===== src/rtl/core/cmbx_pkg.sv =====
// Package for the miscellaneous and branch execute unit.
// Holds the command codes, flag bit positions, DAA constants and SP/PC constants. No dependencies.
package cmbx_pkg;

  // Instruction codes carried in the cmd field
  typedef enum logic [3:0] {
    CMD_NOP  = 4'd0,
    CMD_HALT = 4'd1,
    CMD_STOP = 4'd2,
    CMD_DI   = 4'd3,
    CMD_EI   = 4'd4,
    CMD_DAA  = 4'd5,
    CMD_JP   = 4'd6,
    CMD_JR   = 4'd7,
    CMD_CALL = 4'd8,
    CMD_RST  = 4'd9,
    CMD_RET  = 4'd10,
    CMD_RLCA = 4'd11,
    CMD_RLA  = 4'd12,
    CMD_RRA  = 4'd13,
    CMD_RRCA = 4'd14
  } cmd_t;

  // Flag bit positions in the 4-bit flag word
  localparam int unsigned FLAG_Z = 3;
  localparam int unsigned FLAG_N = 2;
  localparam int unsigned FLAG_H = 1;
  localparam int unsigned FLAG_C = 0;

  // Decimal adjust constants
  localparam logic [7:0] DAA_LO_ADJ   = 8'h06;
  localparam logic [7:0] DAA_HI_ADJ   = 8'h60;
  localparam logic [8:0] DAA_HI_LIMIT = 9'h09F;
  localparam logic [3:0] DAA_LO_LIMIT = 4'h9;

  localparam logic [15:0] SP_RESET = 16'hFFFE;
  localparam logic [15:0] PC_STEP  = 16'd2;

endpackage


===== src/rtl/core/cmbx_if.sv =====
// Channel interfaces for the miscellaneous and branch execute unit.
// Depends on cmbx_pkg (command width).
interface cmbx_in_if;
  import cmbx_pkg::*;

  logic        valid;
  logic        ready;
  cmd_t        cmd;
  logic [1:0]  cond_flag;
  logic        cond_value;
  logic        use_cond;
  logic [15:0] operand_word;

  modport source (output valid, cmd, cond_flag, cond_value, use_cond, operand_word,
                  input ready);
  modport sink   (input valid, cmd, cond_flag, cond_value, use_cond, operand_word,
                  output ready);
endinterface

interface cmbx_out_if;
  logic        valid;
  logic        ready;
  logic [7:0]  acc_out;
  logic [3:0]  flags_out;
  logic [15:0] pc_out;
  logic [15:0] sp_out;
  logic        push_valid;
  logic [15:0] push_value;
  logic        halted;
  logic        stopped;
  logic        irq_disable_pending;
  logic        irq_enable_pending;

  modport source (output valid, acc_out, flags_out, pc_out, sp_out, push_valid,
                  push_value, halted, stopped, irq_disable_pending, irq_enable_pending,
                  input ready);
  modport sink   (input valid, acc_out, flags_out, pc_out, sp_out, push_valid,
                  push_value, halted, stopped, irq_disable_pending, irq_enable_pending,
                  output ready);
endinterface


===== src/rtl/core/cpu_misc_and_branch_execute_unit.sv =====
// Top level of the miscellaneous and branch execute unit.
// Depends on cmbx_pkg and the channel interfaces in cmbx_if.sv.
//
// Executes one miscellaneous or branch instruction of an 8-bit CPU per input beat
// (nop, halt, stop, di, ei, daa, jp, jr, call, rst, ret and the four accumulator
// rotates) against the architectural state held here: accumulator, Z/N/H/C flags,
// PC, SP, halt/stop latches and the pending interrupt disable/enable marks. Every
// input beat yields exactly one result beat carrying the state after the
// instruction plus an optional stack push (call/rst). Throughput is one instruction
// per cycle unless stalled: the next state is a single pass of short adders and
// muxes over the state registers, and the state registers double as the result
// register, so the result is valid in the cycle after accept. The input is ready
// whenever the result register is empty or is being drained in the same cycle.
// Immediate operands and popped return addresses arrive in operand_word; the
// caller does the stack memory access itself using push_value / sp_out.
module cpu_misc_and_branch_execute_unit (
  input  logic        clk,
  input  logic        rst_n,
  cmbx_in_if.sink     in_ch,
  cmbx_out_if.source  out_ch
);
  import cmbx_pkg::*;

  // Architectural state; doubles as the result register
  logic [7:0]  acc_r,   acc_nxt;
  logic [3:0]  flags_r, flags_nxt;
  logic [15:0] pc_r,    pc_nxt;
  logic [15:0] sp_r,    sp_nxt;
  logic        halt_r,  halt_nxt;
  logic        stop_r,  stop_nxt;
  logic        dis_r,   dis_nxt;
  logic        en_r,    en_nxt;

  // Per-beat result fields
  logic        out_valid_r;
  logic        push_valid_r, push_valid_nxt;
  logic [15:0] push_value_r, push_value_nxt;

  logic        in_beat;
  logic        taken;

  // DAA datapath
  logic        daa_adj_lo;
  logic        daa_adj_hi;
  logic [8:0]  daa_sum;
  logic [7:0]  daa_add_acc;
  logic [7:0]  daa_sub_acc;
  logic [7:0]  daa_acc;
  logic        daa_c;

  logic [15:0] jr_offset;

  // Result slot frees up this cycle if empty or being drained
  assign in_ch.ready = !out_valid_r || out_ch.ready;
  assign in_beat     = in_ch.valid && in_ch.ready;

  // Condition: flag index runs Z,N,H,C from bit 3 down, hence the inversion
  assign taken = !in_ch.use_cond || (flags_r[~in_ch.cond_flag] == in_ch.cond_value);

  // Decimal adjust, add mode: low fix, then high fix on the widened sum
  assign daa_adj_lo  = flags_r[FLAG_H] || (acc_r[3:0] > DAA_LO_LIMIT);
  assign daa_sum     = {1'b0, acc_r} + {1'b0, (daa_adj_lo ? DAA_LO_ADJ : 8'h00)};
  assign daa_adj_hi  = flags_r[FLAG_C] || (daa_sum > DAA_HI_LIMIT);
  assign daa_add_acc = daa_sum[7:0] + (daa_adj_hi ? DAA_HI_ADJ : 8'h00);
  // Subtract mode: undo by H and C, carry left alone
  assign daa_sub_acc = acc_r - (flags_r[FLAG_H] ? DAA_LO_ADJ : 8'h00)
                             - (flags_r[FLAG_C] ? DAA_HI_ADJ : 8'h00);
  assign daa_acc     = flags_r[FLAG_N] ? daa_sub_acc : daa_add_acc;
  assign daa_c       = flags_r[FLAG_N] ? flags_r[FLAG_C] : daa_adj_hi;

  assign jr_offset = {{8{in_ch.operand_word[7]}}, in_ch.operand_word[7:0]};

  always_comb begin
    acc_nxt        = acc_r;
    flags_nxt      = flags_r;
    pc_nxt         = pc_r;
    sp_nxt         = sp_r;
    halt_nxt       = halt_r;
    stop_nxt       = stop_r;
    dis_nxt        = dis_r;
    en_nxt         = en_r;
    push_valid_nxt = 1'b0;
    push_value_nxt = 16'h0000;

    unique case (in_ch.cmd)
      CMD_NOP:  ;
      CMD_HALT: halt_nxt = 1'b1;
      CMD_STOP: stop_nxt = 1'b1;
      CMD_DI:   dis_nxt  = 1'b1;
      CMD_EI:   en_nxt   = 1'b1;
      CMD_DAA: begin
        acc_nxt           = daa_acc;
        flags_nxt[FLAG_Z] = (daa_acc == 8'h00);
        flags_nxt[FLAG_H] = 1'b0;
        flags_nxt[FLAG_C] = daa_c;
      end
      CMD_JP: begin
        pc_nxt = taken ? in_ch.operand_word : pc_r + PC_STEP;
      end
      CMD_JR: begin
        pc_nxt = pc_r + 16'd1 + (taken ? jr_offset : 16'h0000);
      end
      CMD_CALL: begin
        if (taken) begin
          sp_nxt         = sp_r - PC_STEP;
          push_valid_nxt = 1'b1;
          push_value_nxt = pc_r + PC_STEP;
          pc_nxt         = in_ch.operand_word;
        end else begin
          pc_nxt = pc_r + PC_STEP;
        end
      end
      CMD_RST: begin
        sp_nxt         = sp_r - PC_STEP;
        push_valid_nxt = 1'b1;
        push_value_nxt = pc_r;
        pc_nxt         = {8'h00, in_ch.operand_word[7:0]};
      end
      CMD_RET: begin
        if (taken) begin
          pc_nxt = in_ch.operand_word;
          sp_nxt = sp_r + PC_STEP;
        end
      end
      // Rotates clear all flags; C takes the bit shifted out
      CMD_RLCA: begin
        flags_nxt = {3'b000, acc_r[7]};
        acc_nxt   = {acc_r[6:0], acc_r[7]};
      end
      CMD_RLA: begin
        flags_nxt = {3'b000, acc_r[7]};
        acc_nxt   = {acc_r[6:0], flags_r[FLAG_C]};
      end
      CMD_RRA: begin
        flags_nxt = {3'b000, acc_r[0]};
        acc_nxt   = {flags_r[FLAG_C], acc_r[7:1]};
      end
      CMD_RRCA: begin
        flags_nxt = {3'b000, acc_r[0]};
        acc_nxt   = {acc_r[0], acc_r[7:1]};
      end
      default: ; // unused code behaves as nop
    endcase
  end

  always_ff @(posedge clk) begin
    if (!rst_n) begin
      acc_r        <= 8'h00;
      flags_r      <= 4'h0;
      pc_r         <= 16'h0000;
      sp_r         <= SP_RESET;
      halt_r       <= 1'b0;
      stop_r       <= 1'b0;
      dis_r        <= 1'b0;
      en_r         <= 1'b0;
      out_valid_r  <= 1'b0;
      push_valid_r <= 1'b0;
    end else begin
      if (in_beat) begin
        acc_r        <= acc_nxt;
        flags_r      <= flags_nxt;
        pc_r         <= pc_nxt;
        sp_r         <= sp_nxt;
        halt_r       <= halt_nxt;
        stop_r       <= stop_nxt;
        dis_r        <= dis_nxt;
        en_r         <= en_nxt;
        push_valid_r <= push_valid_nxt;
        out_valid_r  <= 1'b1;
      end else if (out_ch.ready) begin
        out_valid_r <= 1'b0;
      end
    end
  end

  // Push payload carries no reset; it is zero whenever a result without a push is valid
  always_ff @(posedge clk) begin
    if (in_beat) begin
      push_value_r <= push_value_nxt;
    end
  end

  assign out_ch.valid               = out_valid_r;
  assign out_ch.acc_out             = acc_r;
  assign out_ch.flags_out           = flags_r;
  assign out_ch.pc_out              = pc_r;
  assign out_ch.sp_out              = sp_r;
  assign out_ch.push_valid          = push_valid_r;
  assign out_ch.push_value          = push_value_r;
  assign out_ch.halted              = halt_r;
  assign out_ch.stopped             = stop_r;
  assign out_ch.irq_disable_pending = dis_r;
  assign out_ch.irq_enable_pending  = en_r;

  // Assertions
  a_push_zero: assert property (@(posedge clk) disable iff (!rst_n)
    (out_valid_r && !push_valid_r) |-> (push_value_r == 16'h0000))
    else $error("push value not zero without a push");

  a_halt_sticky: assert property (@(posedge clk) disable iff (!rst_n)
    halt_r |=> halt_r)
    else $error("halt latch cleared");

  a_rst_push: assert property (@(posedge clk) disable iff (!rst_n)
    (in_beat && in_ch.cmd == CMD_RST) |=>
      (push_valid_r && sp_r == $past(sp_r) - PC_STEP))
    else $error("rst did not push and drop sp by two");

  a_daa_zero: assert property (@(posedge clk) disable iff (!rst_n)
    (in_beat && in_ch.cmd == CMD_DAA) |=>
      (flags_r[FLAG_Z] == (acc_r == 8'h00) && !flags_r[FLAG_H]))
    else $error("daa zero or half-carry flag wrong");

  a_no_drop: assert property (@(posedge clk) disable iff (!rst_n)
    (out_valid_r && !out_ch.ready) |-> !in_ch.ready)
    else $error("input accepted while result stalled");

endmodule

===== src/flat_wrapper.sv =====
// flat-port wrapper written by rule: the top's interface ports become plain ports
module cpu_misc_and_branch_execute_unit_flat import cmbx_pkg::*;
  (clk, rst_n, in_ch_valid, in_ch_cmd, in_ch_cond_flag, in_ch_cond_value, in_ch_use_cond, in_ch_operand_word, in_ch_ready, out_ch_valid, out_ch_acc_out, out_ch_flags_out, out_ch_pc_out, out_ch_sp_out, out_ch_push_valid, out_ch_push_value, out_ch_halted, out_ch_stopped, out_ch_irq_disable_pending, out_ch_irq_enable_pending, out_ch_ready);
  cmbx_in_if in_ch_i ();
  cmbx_out_if out_ch_i ();
  input  logic clk;
  input  logic rst_n;
  input wire logic [$bits(in_ch_i.valid)-1:0] in_ch_valid;
  input wire logic [$bits(in_ch_i.cmd)-1:0] in_ch_cmd;
  input wire logic [$bits(in_ch_i.cond_flag)-1:0] in_ch_cond_flag;
  input wire logic [$bits(in_ch_i.cond_value)-1:0] in_ch_cond_value;
  input wire logic [$bits(in_ch_i.use_cond)-1:0] in_ch_use_cond;
  input wire logic [$bits(in_ch_i.operand_word)-1:0] in_ch_operand_word;
  output wire logic [$bits(in_ch_i.ready)-1:0] in_ch_ready;
  output wire logic [$bits(out_ch_i.valid)-1:0] out_ch_valid;
  output wire logic [$bits(out_ch_i.acc_out)-1:0] out_ch_acc_out;
  output wire logic [$bits(out_ch_i.flags_out)-1:0] out_ch_flags_out;
  output wire logic [$bits(out_ch_i.pc_out)-1:0] out_ch_pc_out;
  output wire logic [$bits(out_ch_i.sp_out)-1:0] out_ch_sp_out;
  output wire logic [$bits(out_ch_i.push_valid)-1:0] out_ch_push_valid;
  output wire logic [$bits(out_ch_i.push_value)-1:0] out_ch_push_value;
  output wire logic [$bits(out_ch_i.halted)-1:0] out_ch_halted;
  output wire logic [$bits(out_ch_i.stopped)-1:0] out_ch_stopped;
  output wire logic [$bits(out_ch_i.irq_disable_pending)-1:0] out_ch_irq_disable_pending;
  output wire logic [$bits(out_ch_i.irq_enable_pending)-1:0] out_ch_irq_enable_pending;
  input wire logic [$bits(out_ch_i.ready)-1:0] out_ch_ready;
  assign in_ch_i.valid = in_ch_valid;
  assign in_ch_i.cmd = in_ch_cmd;
  assign in_ch_i.cond_flag = in_ch_cond_flag;
  assign in_ch_i.cond_value = in_ch_cond_value;
  assign in_ch_i.use_cond = in_ch_use_cond;
  assign in_ch_i.operand_word = in_ch_operand_word;
  assign in_ch_ready = in_ch_i.ready;
  assign out_ch_valid = out_ch_i.valid;
  assign out_ch_acc_out = out_ch_i.acc_out;
  assign out_ch_flags_out = out_ch_i.flags_out;
  assign out_ch_pc_out = out_ch_i.pc_out;
  assign out_ch_sp_out = out_ch_i.sp_out;
  assign out_ch_push_valid = out_ch_i.push_valid;
  assign out_ch_push_value = out_ch_i.push_value;
  assign out_ch_halted = out_ch_i.halted;
  assign out_ch_stopped = out_ch_i.stopped;
  assign out_ch_irq_disable_pending = out_ch_i.irq_disable_pending;
  assign out_ch_irq_enable_pending = out_ch_i.irq_enable_pending;
  assign out_ch_i.ready = out_ch_ready;
  cpu_misc_and_branch_execute_unit u_core (.clk(clk), .rst_n(rst_n), .in_ch(in_ch_i), .out_ch(out_ch_i));
endmodule

===== config.mk =====
export PLATFORM = sky130hd
export DESIGN_NAME = cpu_misc_and_branch_execute_unit_flat
export DESIGN_NICKNAME = d
export VERILOG_FILES = /design/src/rtl/core/cmbx_pkg.sv /design/src/rtl/core/cmbx_if.sv /design/src/rtl/core/cpu_misc_and_branch_execute_unit.sv /design/src/flat_wrapper.sv
export SDC_FILE = /design/constraint.sdc
export NUM_CORES = 1
export LEC_CHECK = 0
export BUFFER_PORTS_ARGS = -buffer_cell sky130_fd_sc_hd__buf_4
export CORE_ASPECT_RATIO = 0.8
export CORE_UTILIZATION = 55
export CTS_CLUSTER_DIAMETER = 100
export DETAILED_ROUTE_END_ITERATION = 10
export GPL_TIMING_DRIVEN = 0
export PLACE_DENSITY = 0.88
export SLEW_MARGIN = 10
export SYNTH_ARGS = -nofsm -noshare
export SYNTH_HDL_FRONTEND = slang
export SYNTH_SLANG_ARGS = --single-unit

===== constraint.sdc =====
create_clock -name clk -period 6.6 [get_ports clk]
set_input_delay 1.32 -clock clk [delete_from_list [all_inputs] [get_ports clk]]
set_output_delay 1.32 -clock clk [all_outputs]
set_load 0.05 [all_outputs]

==> impl_results.md, run 1 <==
* Combinational power share at roughly 25%
* Fraction of layout cells with a size suffix above 1 at 19.2%
* Number of flops mapped to enable cells by yosys at 16
* Synthesized flop and latch total at 63
* Critical Path Fanout Max at 10
* Num ports at 95
* GPL Wtd Cong at 0.905
* Min-Delay Path Class: flop to flop
* Crit Path Class: flop to flop
* Max Cap Violations at 0
* Syn Area/Cell at 8.14 sq um
* Initial antenna violation count at 0
* Sink Count at 63
* Synthesized instance count at 616
* Leak at 2.62 nW
* Final-report max-slew violation count at 0
* R2r startpoint: u_core.out_ch.acc_out[3]$_SDFFE_PN0P_
* Critical path data required time at about 7 ns
* F_max at 0.222 GHz
* Final Setup Violations at 0
* Yosys cell types at 73
* Ys async rst share at 0%
* Ant diodes at 0
* Post-route setup TNS at 0 ns
* CP Launch Type: flop
* Yosys warning count at 0
* CP arrival at 4.77 ns
* Final layout net count at 781
* Clock share of power at 41.8%
* Routed wire length at between 15000 and 20000 microns
* GRT Overall Usage at 32.5%
* Vias at 5482
* Min Hold Slack at 0.477 ns
* Chip height at 87.4 microns
* Htree depth at 3
* Final period utilization at 68.3%
* Clock latency on the worst-skew pair at 0.34 ns
* Hold buffers post-CTS at 0
* Hold Vio Cnt, Final at 0
* Final Core Density at 71.2%
* Initial Utilization at 57.8%
* First-pass GRT wire length at 24000 microns
* CTS buffer count at 9
* Area grow syn2layout at 23.2%
* Most frequent cell after synthesis: nand2_1
* Rows at 30
* CTS max path bufs at 2
* RSZ-0062 raised after global routing: no
* Avg WL per Cell at 18.2 microns
* TritonCTS clock tree: done
* Switch share at between 30 and 40%
* Top cells by count, synth: nand2_1, a21oi_1, o21ai_0
* Register area share after synthesis at 28.4%
* Area leader, netlist: dfxtp_1
* P_int at 0.902 mW
* Critical Path Sink Type: flop
* Area share of the largest cell type after synthesis at roughly a fifth
* Crit path launch: u_core.out_ch.acc_out[3]$_SDFFE_PN0P_
* Status: finished clean
* Post-Synthesis Cell Area at 5010 sq um
* Initial DRC count at between 600 and 700
* Port Buffers at 89
* Die ar. at 9500 sq um
* Worst-Margin Slew at 0.763 ns
* Vias in the first global route at 5017
* Horiz. Die Dim at 109 microns
* Ranking of synthesized cells by area: dfxtp_1, edfxtp_1, ha_1
* Detail Placement HPWL at around 11000 microns
* Largest net degree at the start of global routing at 22
* Fin crit period at 4.51 ns
* CTS-repair resized insts at 0
* Grt ovf at 0
* Slew HR at 49.0%
* Core area at roughly 8700 sq um
* Top_reg_cell synth: dfxtp_1
* Reg clk slew, reported paths at 0.06 ns
* Sequential share of power at 33.0%
* DR DRC count at 0
* Vias per Instance at 6.57
* DR pass1 iterations at 8
* Clk root buf: clkbuf_16
* Power density over the cells at ~220 nW/um^2
* # Post-CTS Setup Buffers at 0
* Sw power at roughly 0.43 mW
* Min-delay src: u_core.out_ch.push_valid$_SDFFE_PN0P_
* Worst vdd ir at 0.136 mV
* Clock skew at 0.00570 ns
* ANT nets after route at 0
[kinds of logic (layout without fill, tap and decap cells)]
kind of cell / Yosys count / in the layout / share of synthesized area [%]
multiplexers: 4 / 4 / 0.824
buffers and inverters: 50 / 155 / 4.39
AND/OR/NAND/NOR: 208 / 208 / 21.0
other: 1 / 3 / 0.0748
flip-flops: 63 / 63 / 28.4
AO/OA/AOI/OAI: 222 / 222 / 30.1
adder cells (fa/ha/maj): 35 / 35 / 9.19
XOR/XNOR: 33 / 33 / 6.04
[per-stage QoR]
step	setup WS (ns)	total power, mW	instances	instance area, sq um
after floorplan	2.49	0.677	618	5020
after global placement	2.07	0.761	819	5830
after detailed placement	2.02	0.770	819	5830
after CTS	2.25	1.33	835	6170
after global routing	1.91	1.37	835	6170
final	2.09	1.33	835	6170
[area by class of cell]
class	instances	area, sq um
flip-flops and latches	63	1420
clock inverters	7	120
inverters	17	63.8
plain buffers	33	156
fillers	681	2500
well taps	112	140
repair buffers	89	668
multi-input cells	505	3380
clock buffers	9	225
[sequential cells by signal, indices dropped and copies added (netlist names)]
signal,flops
u_core.out_ch.pc_out,16
u_core.out_ch.push_value,16
u_core.out_ch.sp_out,15
u_core.out_ch.acc_out,8
u_core.out_ch.flags_out,2
u_core.out_ch.halted,1
u_core.out_ch.irq_disable_pending,1
u_core.out_ch.irq_enable_pending,1
u_core.out_ch.push_valid,1
u_core.out_ch.stopped,1
u_core.out_ch.valid,1
[metal layers]
metal / wire (microns) / part of all wire [%] / global-route usage, %
met5: 0 / 0 / 0
met4: 364 / 2.4 / 12.8
met3: 1600 / 10 / 7.70
met2: 6880 / 45 / 52.1
met1: 6390 / 42 / 42.2
[worst max-delay path, cell delays in order (launching register included)]
cell	delay [ns]
dfxtp_1	0.42
clkbuf_1	0.40
o21a_1	0.20
ha_1	0.16
ha_1	0.22
o21ai_0	0.15
nor3_1	0.31
xnor2_1	0.10
o21ai_0	0.36
ha_1	0.23
inv_1	0.05
fa_1	0.53
or4b_2	0.61
nor4_1	0.37
nand3_1	0.15
a21oi_1	0.17
[power by group through the flow]
stage          logic [mW]  registers, mW  clock network (mW)
5_1_grt             0.359          0.441               0.573
6_report            0.335          0.439               0.556
3_5_place_dp        0.324          0.446                   0
2_1_floorplan       0.175          0.502                   0
3_3_place_gp        0.316          0.445                   0
4_1_cts             0.328          0.438               0.559
[layout by cell type (no fill, tap or decap), drive strengths merged, types with 14 or more instances in the layout]
cell type,instances
nand3,20
a21o,17
nand2,54
dfxtp,47
inv,18
xnor2,16
buf,105
ha,32
a21oi,53
o21ai,54
and3,14
xor2,16
nor3,16
nor2,48
clkbuf,26
a221oi,15
edfxtp,16
[worst paths after layout]
kind | end | slack (ns) | depth (start not counted)
worst min-delay path | u_core.out_ch.push_valid$_SDFFE_PN0P_ | 0.48 | 2
worst max register to register | u_core.out_ch.flags_out[3]$_SDFFE_PN0P_ | 2.09 | 15
worst max-delay path | u_core.out_ch.flags_out[3]$_SDFFE_PN0P_ | 2.09 | 15
worst min register to register | u_core.out_ch.push_valid$_SDFFE_PN0P_ | 0.48 | 2
Note: power is estimated with default switching activity, not from simulation.
==> run 2, diff against run 1 <==
- CORE_UTILIZATION: 55 -> 51
- PLACE_DENSITY: 0.88 -> 0.86
- clock period: 6.6 -> 3.9 ns (I/O delays scaled with it)
==> run 2 against run 1 <==
Worst setup slack worse by 2.0 ns; combinational power rose by 70%; first-iteration DRC count fell by 2.1%; final area increased by 0.43%; clock power up 57%; count of clock-buffer cells in the layout did not move; flip-flop and latch count stayed put; largest cell class unchanged; largest power group unchanged.
==> impl_results.md, run 2 (synthesis results as in run 1) <==
* Status: finished clean
* Place WS at -0.191 ns
* DR DRC count at 0
* Port Buffers at 89
* Chip height at 90.7 microns
* Final std cells w/o fill at between 800 and 900
* Initial Utilization at 53.8%
* Clk root buf: clkbuf_16
* Final Setup Violations at 0
* Area of placed instances at roughly 6000 sq um
* Num ports at 95
* Vias at 5493
* Critical Path Sink Type: flop
* CP arrival at ~4 ns
* CTS buffer count at 9
* Vias per Instance at 6.55
* ANT nets after route at 0
* Final layout net count at 782
* TritonCTS clock tree: done
* DR pass1 iterations at 6
* Rows at 31
* Initial antenna violation count at 0
* Avg WL per Cell at 18.2 microns
* GPL Wtd Cong at around 0.93
* Critical path data required time at 4.17 ns
* Clock skew at 0.00784 ns
* GRT Overall Usage at 29.7%
* Min-Delay Path Class: flop to flop
* Commonest non-fill, non-tap cells in the layout: buf_4, nand2_1, a21oi_1
* Max Cap Violations at 0
* Clock latency on the worst-skew pair at 0.34 ns
* Fin crit period at 3.85 ns
* Placed Cells at 822
* Sink Count at 63
* Final-report max-slew violation count at 0
* Initial DRC count at approximately 670
* CTS max path bufs at 2
* Final period utilization at between 90% and 100%
* Critical Path Fanout Max at 10
* Reg clk slew, reported paths at 0.06 ns
* Vias in the first global route at 4990
* Largest net degree at the start of global routing at 22
* Setup WS post-layout at 0.0477 ns
* Worst vdd ir at 0.307 mV
* Crit Path Class: flop to flop
* Commonest non-fill, non-tap cell in the layout: buf_4
* F_max at 0.260 GHz
* Worst-Margin Slew at 0.804 ns
* Area grow syn2layout at 23.7%
* Grt ovf at 0
* Horiz. Die Dim at 113 microns
* Routed wire length at about 15000 microns
* Leak at ~2.6 nW
* Power density over the cells at 353 nW/um^2
* Detail Placement HPWL at 11300 microns
* CP Launch Type: flop
* Core area at between 9000 and 10000 sq um
* Min Hold Slack at about 0.48 ns
* Final Core Density at 66.6%
* Fraction of layout cells with a size suffix above 1 at 20.4%
* Final instance area at 6200 sq um
* Die ar. at around 10000 sq um
* Ant diodes at 0
* Hold Vio Cnt, Final at 0
* Htree depth at 3
* First-pass GRT wire length at 24200 microns
* Slew HR at 46.3%
run 2: cell count changes in the layout (fill, tap and decap cells not counted), sizes merged:
cell      delta
bufinv       -1
clkbuf       -2
clkinv       -1
clkinvlp     +2
buf          +3
run 2: worst paths after layout:
path,startpoint,depth (start not counted),end,slack (ns)
setup / recovery,u_core.out_ch.acc_out[3]$_SDFFE_PN0P_,15,u_core.out_ch.flags_out[3]$_SDFFE_PN0P_,0.05
setup reg to reg,u_core.out_ch.acc_out[3]$_SDFFE_PN0P_,15,u_core.out_ch.flags_out[3]$_SDFFE_PN0P_,0.05
hold reg to reg,u_core.out_ch.halted$_SDFFE_PN0P_,2,u_core.out_ch.halted$_SDFFE_PN0P_,0.48
hold / removal,u_core.out_ch.halted$_SDFFE_PN0P_,2,u_core.out_ch.halted$_SDFFE_PN0P_,0.48
run 2: through the flow:
stage / TNS (ns) / power (mW)
final: 0 / 2.19
after global placement: -0.160 / 1.29
after detailed placement: -0.414 / 1.30
after CTS: 0 / 2.17
after floorplan: 0 / 1.15
after global routing: -0.146 / 2.26
run 2: metal layers:
layer	GRT usage [%]	wire [microns]	vias to the layer above
met4	8.44	291	0
met2	48.0	7040	334
met1	39.1	6430	2600
met3	7.65	1520	35
met5	0	0	-
li1	-	-	2524
run 2: cell type report:
| cell class | instances | area [sq um] |
|---|---|---|
| Sequential cell | 63 | 1420 |
| Clock buffer | 9 | 225 |
| Fill cell | 768 | 3110 |
| Timing Repair Buffer | 91 | 683 |
| Tap cell | 115 | 144 |
| Multi-Input combinational cell | 505 | 3410 |
| Clock inverter | 7 | 96.3 |
| Inverter | 17 | 63.8 |
| Buffer | 32 | 156 |
run 2: critical path, cell delays in order (launching register included):
cell and delay, ns:
dfxtp_2 0.37, buf_4 0.18, o21a_1 0.14, ha_1 0.20, ha_2 0.22, o211ai_1 0.10
xnor2_1 0.28, nor3_1 0.07, o21ai_1 0.25, ha_1 0.21, inv_1 0.06, fa_1 0.52
or4b_2 0.64, nor4_4 0.26, nand3_1 0.12, a21oi_1 0.17
run 2: report_power, final:
group	leakage [nW]	internal, mW	switching, mW	total, mW
Clock	0.148	0.560	0.314	0.874
Sequential	0.546	0.702	0.0433	0.745
Combinational	1.92	0.205	0.367	0.571
Total	2.62	1.47	0.724	2.19
run 2: what timing repair did:
action	in CTS	in global routing
hold buffers	0	0
resized for setup	2	9
setup endpoints to repair	1	1
pin swaps	0	2
buffers inserted	0	2
==> run 3, diff against run 2 <==
- SETUP_SLACK_MARGIN: unset -> 0.4
==> run 3 against run 2 <==
First-iteration DRC count rose by 6.6%; critical path depth rose by 1; combinational power rose by 6.7%; clock power rose by 0.5%; sequential share of layout area fell by 0.74 points; largest power group unchanged; worst setup slack improved by 0.35 ns; via count rose by 1.4%; total power rose by 1.8%; register-to-register slack improved by 0.35 ns; final area rose by 3.6%; hold slack got worse by 0.012 ns; critical endpoint unchanged; die area did not move.
==> impl_results.md, run 3 (synthesis results as in run 1) <==
* Cells on Worst Hold Path at 2
* Clk root buf: clkbuf_16
* Final-report max-slew violation count at 0
* GRT Overall Usage at 31.4%
* Clock latency on the worst-skew pair at 0.34 ns
* Worst-Margin Slew at 0.796 ns
* Max Cap Violations at 0
* DR pass1 iterations at 6
* R2R setup slack at ~0.39 ns
* First-pass GRT wire length at 25500 microns
* CTS max path bufs at 2
* Worst vdd ir at 0.218 mV
* Horiz. Die Dim at roughly 110 microns
* Min-delay src: u_core.out_ch.push_valid$_SDFFE_PN0P_
* Reg clk slew, reported paths at 0.06 ns
* TritonCTS clock tree: done
* Initial antenna violation count at 0
* Final Core Density at ~70%
* Fin crit period at ~3.5 ns
* ANT nets after route at 0
* Placed Cells at approximately 820
* GPL Wtd Cong at 0.921
* Final Setup Violations at 0
* Htree depth at 3
* RSZ-0062 raised after global routing: yes
* Critical path data required time at 4.17 ns
* CTS buffer count at 9
* Routed wire length at 16100 microns
* Avg WL per Cell at 19.0 microns
* Final period utilization at 89.9%
* Port Buffers at 89
* Initial DRC count at 710
* Final Power at 2.23 mW
* Largest net degree at the start of global routing at 22
* CP Launch Type: flop
* Slew HR at roughly 47%
* Min-Delay Path Class: flop to flop
* Vias in the first global route at 5135
* Power density over the cells at 347 nW/um^2
* Critical Path Fanout Max at 3
* Commonest non-fill, non-tap cells in the layout: buf_4, nand2_1, a21oi_1
* Num ports at between 90 and 100
* Hold buffers post-CTS at 0
* Area of placed instances at slightly below 6000 sq um
* Rows at 31
* Crit Path Class: flop to flop
* Commonest non-fill, non-tap cell in the layout: buf_4
* Initial Utilization at approximately 54%
* Hold Path End: u_core.out_ch.push_valid$_SDFFE_PN0P_
* Post-route setup TNS at 0 ns
* Grt ovf at 0
* Status: finished clean
* R2r startpoint: u_core.out_ch.acc_out[2]$_SDFFE_PN0P_
* Detail Placement HPWL at 11400 microns
* Critical Path Sink Type: flop
* DR DRC count at 0
* Final instance area at around 6400 sq um
* Chip height at about 90 microns
* F_max at 0.285 GHz
* CP arrival at 3.77 ns
* Clock skew at approximately 0.010 ns
* Fraction of layout cells with a size suffix above 1 at about a quarter
* Core area at 9310 sq um
* Die ar. at 10200 sq um
* Critical R2R Capture: u_core.out_ch.flags_out[3]$_SDFFE_PN0P_
* Final std cells w/o fill at about 850
* Worst r2r path cells at 16
* Vias at 5569
* Leak at approximately 2.7 nW
* Final layout net count at 792
* Area grow syn2layout at 28.2%
* Vias per Instance at 6.56
* Ant diodes at 0
* Hold Vio Cnt, Final at 0
* Sink Count at 63
## run 3: area by class of cell
| cell class | instances | area, sq um |
|---|---|---|
| inverter | 17 | 63.8 |
| sequential | 63 | 1430 |
| clock buffer | 9 | 225 |
| clock inverter | 7 | 97.6 |
| multi-input combinational | 505 | 3530 |
| fill | 714 | 2890 |
| timing repair buffer | 100 | 751 |
| tap | 115 | 144 |
| buffer | 33 | 181 |
## run 3: worst max-delay path, stage by stage (launching register included)
cell	delay [ns]
dfxtp_2	0.33
buf_8	0.12
o21a_1	0.19
ha_4	0.18
ha_4	0.17
o211ai_1	0.22
xnor2_1	0.19
buf_4	0.15
buf_4	0.09
buf_4	0.09
ha_2	0.16
inv_2	0.03
fa_1	0.49
or4b_4	0.48
nor4_4	0.25
nand3_1	0.12
a21oi_1	0.17
## run 3: power breakdown
part / leakage, nW / switching, mW / internal, mW
clock: 0.152 / 0.318 / 0.560
sequential: 0.547 / 0.0420 / 0.702
combinational: 2.01 / 0.386 / 0.223
total: 2.70 / 0.746 / 1.48
## run 3: how the worst max path moves through the flow
stage	startpoint	slack [ns]	to
2_1_floorplan	u_core.out_ch.acc_out[2]$_SDFFE_PN0P_	0.36	u_core.out_ch.flags_out[3]$_SDFFE_PN0P_
3_3_place_gp	in_ch_cond_flag[1]	0.05	u_core.out_ch.pc_out[14]$_SDFFE_PN0P_
3_5_place_dp	in_ch_cond_flag[1]	-0.05	u_core.out_ch.pc_out[14]$_SDFFE_PN0P_
4_1_cts	u_core.out_ch.acc_out[2]$_SDFFE_PN0P_	0.36	u_core.out_ch.flags_out[3]$_SDFFE_PN0P_
5_1_grt	u_core.out_ch.acc_out[2]$_SDFFE_PN0P_	0.26	u_core.out_ch.flags_out[3]$_SDFFE_PN0P_
6_report	u_core.out_ch.acc_out[2]$_SDFFE_PN0P_	0.39	u_core.out_ch.flags_out[3]$_SDFFE_PN0P_
## run 3: routing by layer
layer,GRT usage (%),vias to the layer above,wire length (microns)
li1,-,2555,-
met1,41.3,2612,6600
met2,50.4,349,7480
met3,6.64,53,1560
met4,11.7,0,488
met5,0,-,0
## run 3: what timing repair did
| action | 4_1_cts | 5_1_grt |
|---|---|---|
| cloned | 0 | 0 |
| setup buffers | 9 | 2 |
| setup endpoints to repair | 3 | 7 |
| pin swaps | 12 | 14 |
| resized for setup | 24 | 17 |
## run 3: stage by stage
stage                     hold WS [ns]  setup slack (ns)
final                            0.468             0.394
after global routing             0.501             0.262
after CTS                        0.472             0.356
after detailed placement         0.461           -0.0542
after global placement           0.457            0.0477
after floorplan                  0.672             0.356
